===== config.mk =====
export PLATFORM = sky130hd
export DESIGN_NAME = mtvl_axis_map
export DESIGN_NICKNAME = d
export VERILOG_FILES = /design/src/hdl/mtvl_pkg.sv /design/src/hdl/mtvl_axis_map.sv
export SDC_FILE = /design/constraint.sdc
export NUM_CORES = 2
export LEC_CHECK = 0
export BUFFER_PORTS_ARGS = -buffer_cell sky130_fd_sc_hd__buf_2
export CAP_MARGIN = 15
export CORE_MARGIN = 3
export CORE_UTILIZATION = 35
export DETAILED_ROUTE_END_ITERATION = 8
export SLEW_MARGIN = 20
export SYNTH_ARGS = -nofsm -noshare
export SYNTH_HDL_FRONTEND = slang
export SYNTH_SLANG_ARGS = --single-unit

===== constraint.sdc =====
create_clock -name clk -period 38.2 [get_ports clk]
set_input_delay 7.64 -clock clk [delete_from_list [all_inputs] [get_ports clk]]
set_output_delay 7.64 -clock clk [all_outputs]
set_load 0.005 [all_outputs]

===== src/hdl/mtvl_pkg.sv =====
// Package for the masked trilinear vector lookup: constants, register
// indexes, controller state type. No dependencies.
package mtvl_pkg;

  localparam int unsigned DEF_GRID_X = 32;
  localparam int unsigned DEF_GRID_Y = 32;
  localparam int unsigned DEF_GRID_Z = 32;

  localparam int unsigned ADDR_W = 15;
  localparam int unsigned VEC_W = 16;
  localparam int unsigned CFG_IDX_W = 3;

  localparam logic [CFG_IDX_W-1:0] REG_ORIGIN_X = 3'd0;
  localparam logic [CFG_IDX_W-1:0] REG_ORIGIN_Y = 3'd1;
  localparam logic [CFG_IDX_W-1:0] REG_ORIGIN_Z = 3'd2;
  localparam logic [CFG_IDX_W-1:0] REG_INV_X = 3'd3;
  localparam logic [CFG_IDX_W-1:0] REG_INV_Y = 3'd4;
  localparam logic [CFG_IDX_W-1:0] REG_INV_Z = 3'd5;
  localparam logic [CFG_IDX_W-1:0] REG_VMASK = 3'd6;
  localparam logic [CFG_IDX_W-1:0] REG_BMASK = 3'd7;

  localparam logic MODE_WRITE = 1'b0;
  localparam logic MODE_QUERY = 1'b1;

  typedef enum logic [2:0] {
    ST_IDLE,
    ST_MAP,
    ST_CHECK,
    ST_CORNER,
    ST_DRAIN,
    ST_ROUND,
    ST_OUT
  } ctl_state_t;

endpackage


===== src/hdl/mtvl_axis_map.sv =====
// One axis of the coordinate mapper: origin subtract, multiply by inverse
// spacing, range check, base index and fraction. Uses mtvl_pkg.
module mtvl_axis_map #(
  parameter int unsigned N = 32
) (
  input  logic              clk,
  input  logic              start,
  input  logic signed [31:0] q,
  input  logic signed [31:0] org,
  input  logic [31:0]       inv,
  output logic              in_grid,
  output logic [7:0]        base,
  output logic [16:0]       frac
);
  import mtvl_pkg::*;

  localparam logic [7:0] LAST_BASE = 8'(N - 2);

  logic signed [32:0] d;
  logic               neg_r;
  logic [31:0]        dmag_r;
  logic [63:0]        f;
  logic [47:0]        coord;
  logic [31:0]        ip;
  logic               over;

  assign d = 33'(q) - 33'(org);

  // Stage 1: register the difference.
  always_ff @(posedge clk) begin
    if (start) begin
      neg_r <= d[32];
      dmag_r <= d[31:0];
    end
  end

  assign f = 64'(dmag_r) * 64'(inv);
  assign over = f > (64'(N - 1) << 32);
  assign coord = f[63:16];
  assign ip = coord[47:16] > 32'(LAST_BASE) ? 32'(LAST_BASE) : coord[47:16];
  assign in_grid = !neg_r && !over;
  assign base = ip[7:0];
  assign frac = 17'(coord - (48'(ip) << 16));
endmodule


* Word-level counts from Yosys, hierarchy flattened
Index checks and enable logic that the tools add are counted.
Cells by class: add/subtract/negate cells 2, multipliers 1, multiplexer cells 1, order comparisons 2, reduce and logical (&&, ||, !) cells 3
Operators by type and width (number):
- > comparator 64 x 37 -> 1 bit (second input constant) | 1
- multiplier 32 x 32 -> 64 bit | 1
- subtractor 32 x 32 -> 33 bit | 1
- > comparator 32 x 5 -> 1 bit (second input constant) | 1
- subtractor 17 bit | 1
- 2-to-1 mux 8 bit | 1
- logical NOT 1 bit | 2
- logical AND 1 bit | 1
Word-level totals: input bits 98, bits in registers 33, word-level logic and storage cells 11, output and inout bits 26

* Longest topological paths before layout
depth after elaboration 4, depth in mapped cells 32, depth with buffers taken out 29

* Worst setup path before layout
No wires, ideal clock.
path type input -> output, from input inv[8], to output in_grid, slack 15.512 ns, data arrival time 15.048 ns, stages on the path 26, path buffers 2, required time 30.560 ns, path through clkbuf_1 -> nand2_1 -> fa_1 -> inv_1 -> fa_1 -> fa_1 -> inv_1 -> fa_1 -> inv_1 -> fa_1 -> fa_1 -> fa_1 -> inv_1 -> fa_1 -> inv_1 -> ha_1 -> clkbuf_1 -> nand2_1 -> or3_1 -> or3b_2 -> o21ai_1 -> a21o_1 -> a31oi_1 -> xnor2_1 -> a211oi_1 -> and4_1
Between the ends: word-level cells in the longest chain between the ends 4
Ends and longest elaborated chain:
- from (decl) | line mtvl_axis_map.sv:10 | input logic [31:0] inv,
- multiplier 32 x 32 -> 64 bit | line mtvl_axis_map.sv:37 | assign f = 64'(dmag_r) * 64'(inv);
- > comparator 64 x 37 -> 1 bit | line mtvl_axis_map.sv:38 | assign over = f > (64'(N - 1) << 32);
- logical NOT 1 bit | line mtvl_axis_map.sv:41 | assign in_grid = !neg_r && !over;
- logical AND 1 bit | line mtvl_axis_map.sv:41
- to (decl) | line mtvl_axis_map.sv:11 | output logic in_grid,
No other way between the ends.

* Worst setup path after layout
from input inv[8], to output base[0]
Between the ends: word-level cells in the longest chain between the ends 3
Ends and longest elaborated chain:
- multiplier 32 x 32 -> 64 bit * | line mtvl_axis_map.sv:37
- > comparator 32 x 5 -> 1 bit | line mtvl_axis_map.sv:40 | assign ip = coord[47:16] > 32'(LAST_BASE) ? 32'(LAST_BASE) : coord[47:16];
- 2-to-1 mux 8 bit * | line mtvl_axis_map.sv:40
- to (decl) | line mtvl_axis_map.sv:12 | output logic [7:0] base,
Every way passes the cells marked *; elsewhere a longest branch is shown, timed or not.

==> metrics.txt <==
crit-path max cell delay 580 ps; Async SR Flop Fraction 0; CTS buffer count 5; Port Buffer Count 120; Initial Utilization 0.356; Final Hold Vio Count 0; Die W 327 um; routed len/inst 18.1 um; largest net degree at the start of global routing 34; Slew Viols, Final 0; most common cell in the synthesized netlist inv_1; setup bufs post-CTS 0; Routed Antenna Nets 0; vias in the first global route 28.9k; CP dominant cell by count fa_1; EDFF count, synth 33; GPL Wtd Cong 0.916; relative slew slack 0.359; CP startpoint kind input pin; Clock transition at path regs 50 ps; fmax 0.0414 GHz; die height 327 um; average size of a mapped cell 8.94 um^2; synthesized cell area 0.0360 mm^2; fillers 10.5k; DRC 0; clk sinks 33; via/cell ratio 4.98; worst-path fanout max 32; Critical Path End Type primary output; initial antenna violation count 4; required time of the critical path 30560 ps; IO Count 124; crit path from inv[8]; WHS Path Cells 3; TritonRoute pass-1 iters 5; Synth area leaders fa_1, ha_1, inv_1, and2_1, nand2_1; Area Growth Syn to Fin 5.19%; Setup TNS Final 0 ps; Tightest Pin Transition 954 ps; total gr overflow 0; area of the multi-input gates 0.0307 mm^2; Nets 5249; die area 0.107 mm^2; CP max-delay cell buf_2; core area 0.101 mm^2; Synth Instances 4022; crit share post-route 0.632; Synth Register Bits 33; Longest Clk Path Bufs 2; final setup fails 0; CTS root buffer clkbuf_16; Setup Crit Path Kind in -> out; htree depth 2; post-DP HPWL 77800 um; Post-synth top cells inv_1, fa_1, nand2_1, and2_1, ha_1; cts repair resizes 0; Main synth FF type edfxtp_1; CTS Hold Buffers Added 0; register area 991 um^2; first-pass GRT wire length 159000 um; post-route minimum period 24160 ps; Seq/Total Area, Yosys 0.0275; number of DRC markers in iteration 0 1575; row count 116; Overall Global Routing Usage 0.186; area leader, netlist fa_1; Netlist cell types 78; RSZ-0062 raised after global routing no; final wirelength 96500 um; CTS tree built; status completed; DR vias 26.5k; Worst setup endpoint base[0]; Hold Crit Class in -> reg; critical path arrival 16520 ps; layout cell share with drive strength beyond 1 0.0462; synth warn 0; WHS 7750 ps; maxcap violations 0; Synth top area share 0.499
==> cells in the final DEF, fill, tap and decap left out, types with 33 or more instances in the layout <==
| master | n |
|---|---|
| nor2_1 | 37 |
| buf_2 | 120 |
| and2_1 | 447 |
| a21o_1 | 43 |
| fa_1 | 897 |
| inv_1 | 912 |
| xnor2_1 | 53 |
| o21ai_0 | 53 |
| buf_4 | 34 |
| edfxtp_1 | 33 |
| a21oi_1 | 89 |
| nand2_1 | 647 |
| ha_1 | 295 |
==> how the worst min path moves through the flow <==
stage,slack [ps],start,end
2_1_floorplan,7750,start,dmag_r[0]
3_3_place_gp,8040,org[0],dmag_r[0]
3_5_place_dp,8040,org[0],dmag_r[0]
4_1_cts,7740,org[0],dmag_r[0]
5_1_grt,7760,org[0],dmag_r[0]
6_report,7750,org[0],dmag_r[0]
==> per-stage QoR <==
step,std cells,util,instance area [um^2],worst slack [ps]
detailed placement,5309,0.373,37700,14210
CTS,5317,0.374,37800,14170
floorplan,4024,-,36000,15510
global placement,5309,0.373,37700,14290
finish,5319,0.375,37800,14040
global route,5317,0.374,37800,13720
==> registers in the layout (all words and copies together) (netlist names) <==
signal  count
dmag_r     32
neg_r       1
==> logic make-up after synthesis <==
kind of cell    after synthesis  synth area share
xor+xnor                     79            0.0192
mux                           7           0.00212
fa+ha+maj                  1192             0.602
other cells                   1          0.000104
buf+inv                    1138             0.119
compound gates              309            0.0569
flops                        33            0.0275
simple gates               1263             0.173
==> area by class of cell <==
cell class	instances	share of cell area
repair buffers	154	0.0226
clock buffers	6	0.00341
well taps	1357	0.0449
diodes	2	0.000132
flip-flops and latches	33	0.0262
clock inverters	2	0.000893
multi-input cells	2853	0.811
inverters	912	0.0905
==> metal layers <==
metal	part of all wire	track usage
met4	0.011	0.0229
met2	0.51	0.331
met1	0.43	0.256
met3	0.050	0.0147
met5	0	0
==> critical path, delay by kind of cell <==
family / cells / cell delay, ps
adders and majority gates: 9 / 4480
AOI/OAI and AO/OA: 7 / 1920
and+or+nand+nor: 5 / 1570
buffers and inverters: 5 / 860
Power is left out: the tool's default activity adds up to more than one toggle a clock period on the data nets, which glitch-free logic cannot reach.
