### src/hdl/mtvl_pkg.sv
// Package for the masked trilinear vector lookup: constants, register
// indexes, controller state type. No dependencies.
package mtvl_pkg;

  localparam int unsigned DEF_GRID_X = 32;
  localparam int unsigned DEF_GRID_Y = 32;
  localparam int unsigned DEF_GRID_Z = 32;

  localparam int unsigned ADDR_W = 15;
  localparam int unsigned VEC_W = 16;
  localparam int unsigned CFG_IDX_W = 3;

  localparam logic [CFG_IDX_W-1:0] REG_ORIGIN_X = 3'd0;
  localparam logic [CFG_IDX_W-1:0] REG_ORIGIN_Y = 3'd1;
  localparam logic [CFG_IDX_W-1:0] REG_ORIGIN_Z = 3'd2;
  localparam logic [CFG_IDX_W-1:0] REG_INV_X = 3'd3;
  localparam logic [CFG_IDX_W-1:0] REG_INV_Y = 3'd4;
  localparam logic [CFG_IDX_W-1:0] REG_INV_Z = 3'd5;
  localparam logic [CFG_IDX_W-1:0] REG_VMASK = 3'd6;
  localparam logic [CFG_IDX_W-1:0] REG_BMASK = 3'd7;

  localparam logic MODE_WRITE = 1'b0;
  localparam logic MODE_QUERY = 1'b1;

  typedef enum logic [2:0] {
    ST_IDLE,
    ST_MAP,
    ST_CHECK,
    ST_CORNER,
    ST_DRAIN,
    ST_ROUND,
    ST_OUT
  } ctl_state_t;

endpackage

### src/hdl/mtvl_accum.sv
// Weight and accumulate unit: corner weight, masked weighted sum, floor and
// saturation to Q8.8. Uses mtvl_pkg.
module mtvl_accum (
  input  logic              clk,
  input  logic              clr,
  input  logic              wt_en,
  input  logic [16:0]       fx,
  input  logic [16:0]       fy,
  input  logic [16:0]       fz,
  input  logic              acc_en,
  input  logic              skip,
  input  logic [47:0]       vec,
  output logic signed [15:0] res_x,
  output logic signed [15:0] res_y,
  output logic signed [15:0] res_z
);
  import mtvl_pkg::*;

  logic [33:0]        pxy;
  logic [16:0]        pxy_r;
  logic [16:0]        fz_r;
  logic [33:0]        w_full;
  logic [16:0]        w_r;
  logic signed [53:0] ax_r, ay_r, az_r;

  assign pxy = 34'(fx) * 34'(fy);

  // Weight pipeline: one product per cycle.
  always_ff @(posedge clk) begin
    pxy_r <= pxy[32:16];
    fz_r <= fz;
  end
  assign w_full = 34'(pxy_r) * 34'(fz_r);
  always_ff @(posedge clk) begin
    if (wt_en) w_r <= w_full[32:16];
  end

  function automatic logic signed [53:0] wmul(input logic [16:0] w,
                                              input logic [15:0] v);
    logic signed [34:0] p;
    p = $signed({1'b0, w}) * $signed(v);
    return 54'(p);
  endfunction

  always_ff @(posedge clk) begin
    if (clr) begin
      ax_r <= '0;
      ay_r <= '0;
      az_r <= '0;
    end else if (acc_en && !skip) begin
      ax_r <= ax_r + wmul(w_r, vec[15:0]);
      ay_r <= ay_r + wmul(w_r, vec[31:16]);
      az_r <= az_r + wmul(w_r, vec[47:32]);
    end
  end

  function automatic logic signed [15:0] sat(input logic signed [53:0] s);
    logic signed [37:0] r;
    r = 38'(s >>> 16);
    if (r > 38'sd32767) return 16'sh7fff;
    if (r < -38'sd32768) return 16'sh8000;
    return r[15:0];
  endfunction

  assign res_x = sat(ax_r);
  assign res_y = sat(ay_r);
  assign res_z = sat(az_r);
endmodule

### config.mk
export PLATFORM = sky130hd
export DESIGN_NAME = mtvl_accum
export DESIGN_NICKNAME = d
export VERILOG_FILES = /design/src/hdl/mtvl_pkg.sv /design/src/hdl/mtvl_accum.sv
export SDC_FILE = /design/constraint.sdc
export NUM_CORES = 2
export LEC_CHECK = 0
export BUFFER_PORTS_ARGS = -buffer_cell sky130_fd_sc_hd__buf_2
export CORE_ASPECT_RATIO = 1.25
export CORE_UTILIZATION = 45
export CTS_CLUSTER_DIAMETER = 150
export CTS_CLUSTER_SIZE = 20
export DETAILED_ROUTE_END_ITERATION = 6
export PLACE_DENSITY = 0.71
export SETUP_SLACK_MARGIN = 0.5
export SLEW_MARGIN = 20
export SYNTH_ARGS = -nofsm -noshare
export SYNTH_HDL_FRONTEND = slang
export SYNTH_SLANG_ARGS = --single-unit
export TNS_END_PERCENT = 20
### constraint.sdc
create_clock -name clk -period 10.15 [get_ports clk]
set_clock_uncertainty 0.2 [all_clocks]
set_input_delay 2.03 -clock clk [delete_from_list [all_inputs] [get_ports clk]]
set_output_delay 2.03 -clock clk [all_outputs]
set_load 0.02 [all_outputs]
# Yosys cells after proc, flatten, opt, wreduce, memory -nomap -nowiden
# Index checks and enable logic that the tools add are counted.
# word_totals
word_cells,43
regBits,213
inputBits,104
# classes
n_addsub,3
order_cmp,6
muxes,21
n_mul,5
reduce_logical,2
# ops
op,count
two-way mux 16 bit,12
adder 54 x 34 -> 54 bit,3
> comparator 38 x 16 -> 1 bit (second input constant),3
less-than comparator 38 x 16 -> 1 bit (second input constant),3
multiplier 18 x 16 -> 34 bit,3
multiplier 17 x 17 -> 33 bit,2
two-way mux 1 bit,9
logical AND 1 bit,1
zero test 1 bit,1

# Depth between registers and ports, before layout
# logic_depth
depth_word,5
depth_mapped,26

# Worst setup path before layout
# No wires, ideal clock.
# synth_path
kind,in2reg
startpoint,in vec[7]
endpoint,reg ax_r[48]
path_stages,23
required_ps,9833
arrival_time_ps,8116
path_slack_ps,1717
setup_time_ps,117
path_cell_list,clkbuf_1 -> clkbuf_1 -> nand2_1 -> fa_1 -> inv_1 -> fa_1 -> fa_1 -> fa_1 -> fa_1 -> inv_1 -> fa_1 -> inv_1 -> ha_1 -> and2_1 -> a221oi_1 -> o32ai_1 -> a211o_1 -> a31oi_2 -> a211oi_4 -> nor4_4 -> nor3_4 -> or3_1 -> a32o_1
# synth_between
elab_chain_len,2
# synth_lines
element,line,rtl
from (decl),mtvl_accum.sv:12,"input logic [47:0] vec,"
multiplier 18 x 16 -> 34 bit,mtvl_accum.sv:41,"p = $signed({1'b0, w}) * $signed(v);"
adder 54 x 34 -> 54 bit,mtvl_accum.sv:51,"ax_r <= ax_r + wmul(w_r, vec[15:0]);"
to (signal assigned),mtvl_accum.sv:51,
to (decl),mtvl_accum.sv:24,"logic signed [53:0] ax_r, ay_r, az_r;"
# Every way passes these cells.
# A chain may end at the register's enable or synchronous reset.

# Worst setup path after layout
# layout_path
startpoint,in vec[1]
endpoint,reg ax_r[53]
# Same word-level chain as after synthesis.

==> metrics.cfg <==
[yosys]
avgSynthCellArea_um2=8.50
synth-edff-count=17
yosys_register_bits=213
yosysWarnings=0
yosysUniqueCellTypes=86
ys.flop_type=dfxtp_1
synthesis.area_um2=61000
syn_inst=7172
synth_nets=9185
synth_sequential_area_ratio_pct=7.27
async_flop_share_pct=0

[min_path]
hold_depth=2
hold_class=reg2reg

[critical_path]
cp.required_ps=10420
slowest_stage=a2111oi_2
endpoint_kind=flip-flop
cp_num_buf_inv=4
path_cells=buf_2, nand2_1, fa_1, fa_1, fa_1, fa_1, inv_1, fa_1, inv_1, fa_1, inv_1, ha_1, nand2_1, a2111oi_2, o21ai_1, a2111oi_2, o21ai_1, a31oi_4, mux2i_1, o311ai_1, mux2_1
crit_fanout=17
rr_worst_depth=21
cp_common_cell=fa_1
path_depth=21
cp_top_family=adder cells
cp-start-kind=input port
critPathMaxStageDelay_ps=580
criticalPathCategory=in2reg
arrival_ps=8790

[final_layout]
layout.nets=9070
layout_commonest_cell=inv_1
fill_cells=12800
drive_above_1_share_pct=3.48
mostFrequentLayoutCells=inv_1 (1,603), fa_1 (1,168), nand2_1 (1,135)
fin_area_um2=63600
synthToLayoutAreaGrowth_pct=4.37

[job]
max-cap-violations=0

[routing]
drt-initial-drc-count=2752
met2_length_mm=82.1
dr_total_vias=47200
via_per_inst=5.35
met1_length_mm=60.8
wire_per_inst_um=17.8
dr_wl_met3_mm=8.64
drc=0
dr.pass1.iters=7
top_layer=met5
routed_wl_mm=157
antenna_left=0

[floorplanning]
dieArea_um2=137000
row_count=150
coreArea_um2=134000
die-width_um=331
die_h_um=414
initial_utilization_pct=45.5
ios=152

[grt]
antenna_found_initial=22
grt_use_total_pct=23.5
grt_max_degree=123
grt_pass1_vias=50800
gr-total-overflow=0
grt_pass1_wl_mm=260

[clocking]
insertion_delay_ps=580
cts_resized=0
path_clk_slew_ps=110
ctsHoldBuffers=0
clk_path_buf_depth=3
root_buffer=clkbuf_16
clock-sinks=213
cts_inserted_buffers=16
cts_setup_buffers=0
cts_tree=done
htreeDepth=1

[timing]
fin_crit_sh_pct=83.9
finalSetupViolations=0
fin_tns_setup_ps=0
worst_slew_pin_slew_ps=1150
rsz0062_at_grt=false
slew_viol_final=0
fmax_mhz=117
hold_violations=0
min_period_ps=8520
slew_headroom_pct=23.4

[run_status]
status=finished clean

[placed_design]
place.gp.congestion=0.941
port_buffers=151
postPlaceCellArea_um2=63100
dp.final_hpwl_mm=125

[worst reg2reg max path: stages, from the launching register on]
cell and delay, ps:
edfxtp_1 1110, buf_4 410, nand2_1 110, fa_1 500, fa_1 570, fa_1 460, fa_1 570, inv_1 60
fa_1 480, inv_1 50, fa_1 470, inv_1 40, ha_1 420, nand2_1 100, a2111oi_2 560, o21ai_1 230
a2111oi_2 580, o21ai_1 210, a31oi_4 270, mux2i_1 220, o311ai_1 130, mux2_1 340
[final timing paths]
kind,from,endpoint,slack [ps]
setup / recovery,vec[1],ax_r[53],1630
hold / removal,ax_r[12],ax_r[12],270
setup reg to reg,w_r[9],ax_r[53],1950
hold reg to reg,ax_r[12],ax_r[12],270
[metal layers]
layer / up-vias / global-route usage, %
met5: - / 0
met4: 16 / 9.03
met3: 388 / 2.35
met2: 1504 / 44.0
met1: 23700 / 27.6
li1: 21500 / -
[flip-flops by register name, indices dropped and copies added, names as in the netlist]
| register | cells |
|---|---|
| pxy_r | 17 |
| az_r | 54 |
| ay_r | 54 |
| fz_r | 17 |
| ax_r | 54 |
| w_r | 17 |
[per-stage QoR]
step	hold WS [ps]	std cells	utilization, %	setup slack [ps]
floorplan	232	7172	-	1720
global placement	241	8786	47.1	1260
detailed placement	251	8786	47.1	1120
CTS	268	8811	47.5	1730
global route	283	8821	47.5	1400
finish	266	8826	47.5	1630
[layout make-up]
class | count | area, um2 | share of cell area, %
Clock buffer | 19 | 433 | 0.680
Tap cell | 1748 | 2190 | 3.44
Antenna cell | 14 | 35.0 | 0.0550
Sequential cell | 213 | 4430 | 6.97
Inverter | 1603 | 6020 | 9.45
Timing Repair Buffer | 194 | 1110 | 1.75
Multi-Input combinational cell | 5029 | 49300 | 77.5
Clock inverter | 6 | 82.6 | 0.130
[kinds of logic after synthesis]
logic type | Yosys count | synth area share, %
compound gates | 766 | 7.96
xor+xnor | 163 | 2.34
fa+ha+maj | 1909 | 53.5
buf+inv | 1930 | 11.9
flops | 213 | 7.27
mux | 5 | 0.0862
simple gates | 2186 | 16.9
[cells in the mapped netlist, types with 6 or more instances]
cell / count / area share, %
o211ai_1: 17 / 0.21
a21boi_1: 6 / 0.074
clkbuf_1: 318 / 2.0
and2_1: 571 / 5.9
or4_1: 14 / 0.17
o21ai_0: 50 / 0.41
o21bai_1: 30 / 0.37
nor2b_1: 21 / 0.22
o21ai_1: 80 / 0.66
nand2_1: 1135 / 7.0
xor2_1: 49 / 0.70
a221oi_1: 6 / 0.086
or3_1: 11 / 0.11
buf_1: 8 / 0.049
inv_1: 1603 / 9.9
nand3b_1: 6 / 0.074
a211oi_1: 24 / 0.30
nor2_1: 202 / 1.2
fa_1: 1168 / 38
nand3_1: 49 / 0.40
o21a_1: 18 / 0.22
o31ai_1: 15 / 0.18
ha_1: 741 / 15
and3_1: 22 / 0.23
dfxtp_1: 196 / 6.4
edfxtp_1: 17 / 0.84
nor3_1: 26 / 0.21
nor4_1: 19 / 0.19
a21oi_1: 297 / 2.4
xnor2_1: 114 / 1.6
nand2b_1: 37 / 0.38
a211o_1: 9 / 0.13
nand4_1: 54 / 0.55
a21o_1: 111 / 1.4
a31oi_1: 21 / 0.22
Power is left out: the tool's default activity adds up to more than one toggle a clock period on the data nets, which glitch-free logic cannot reach.
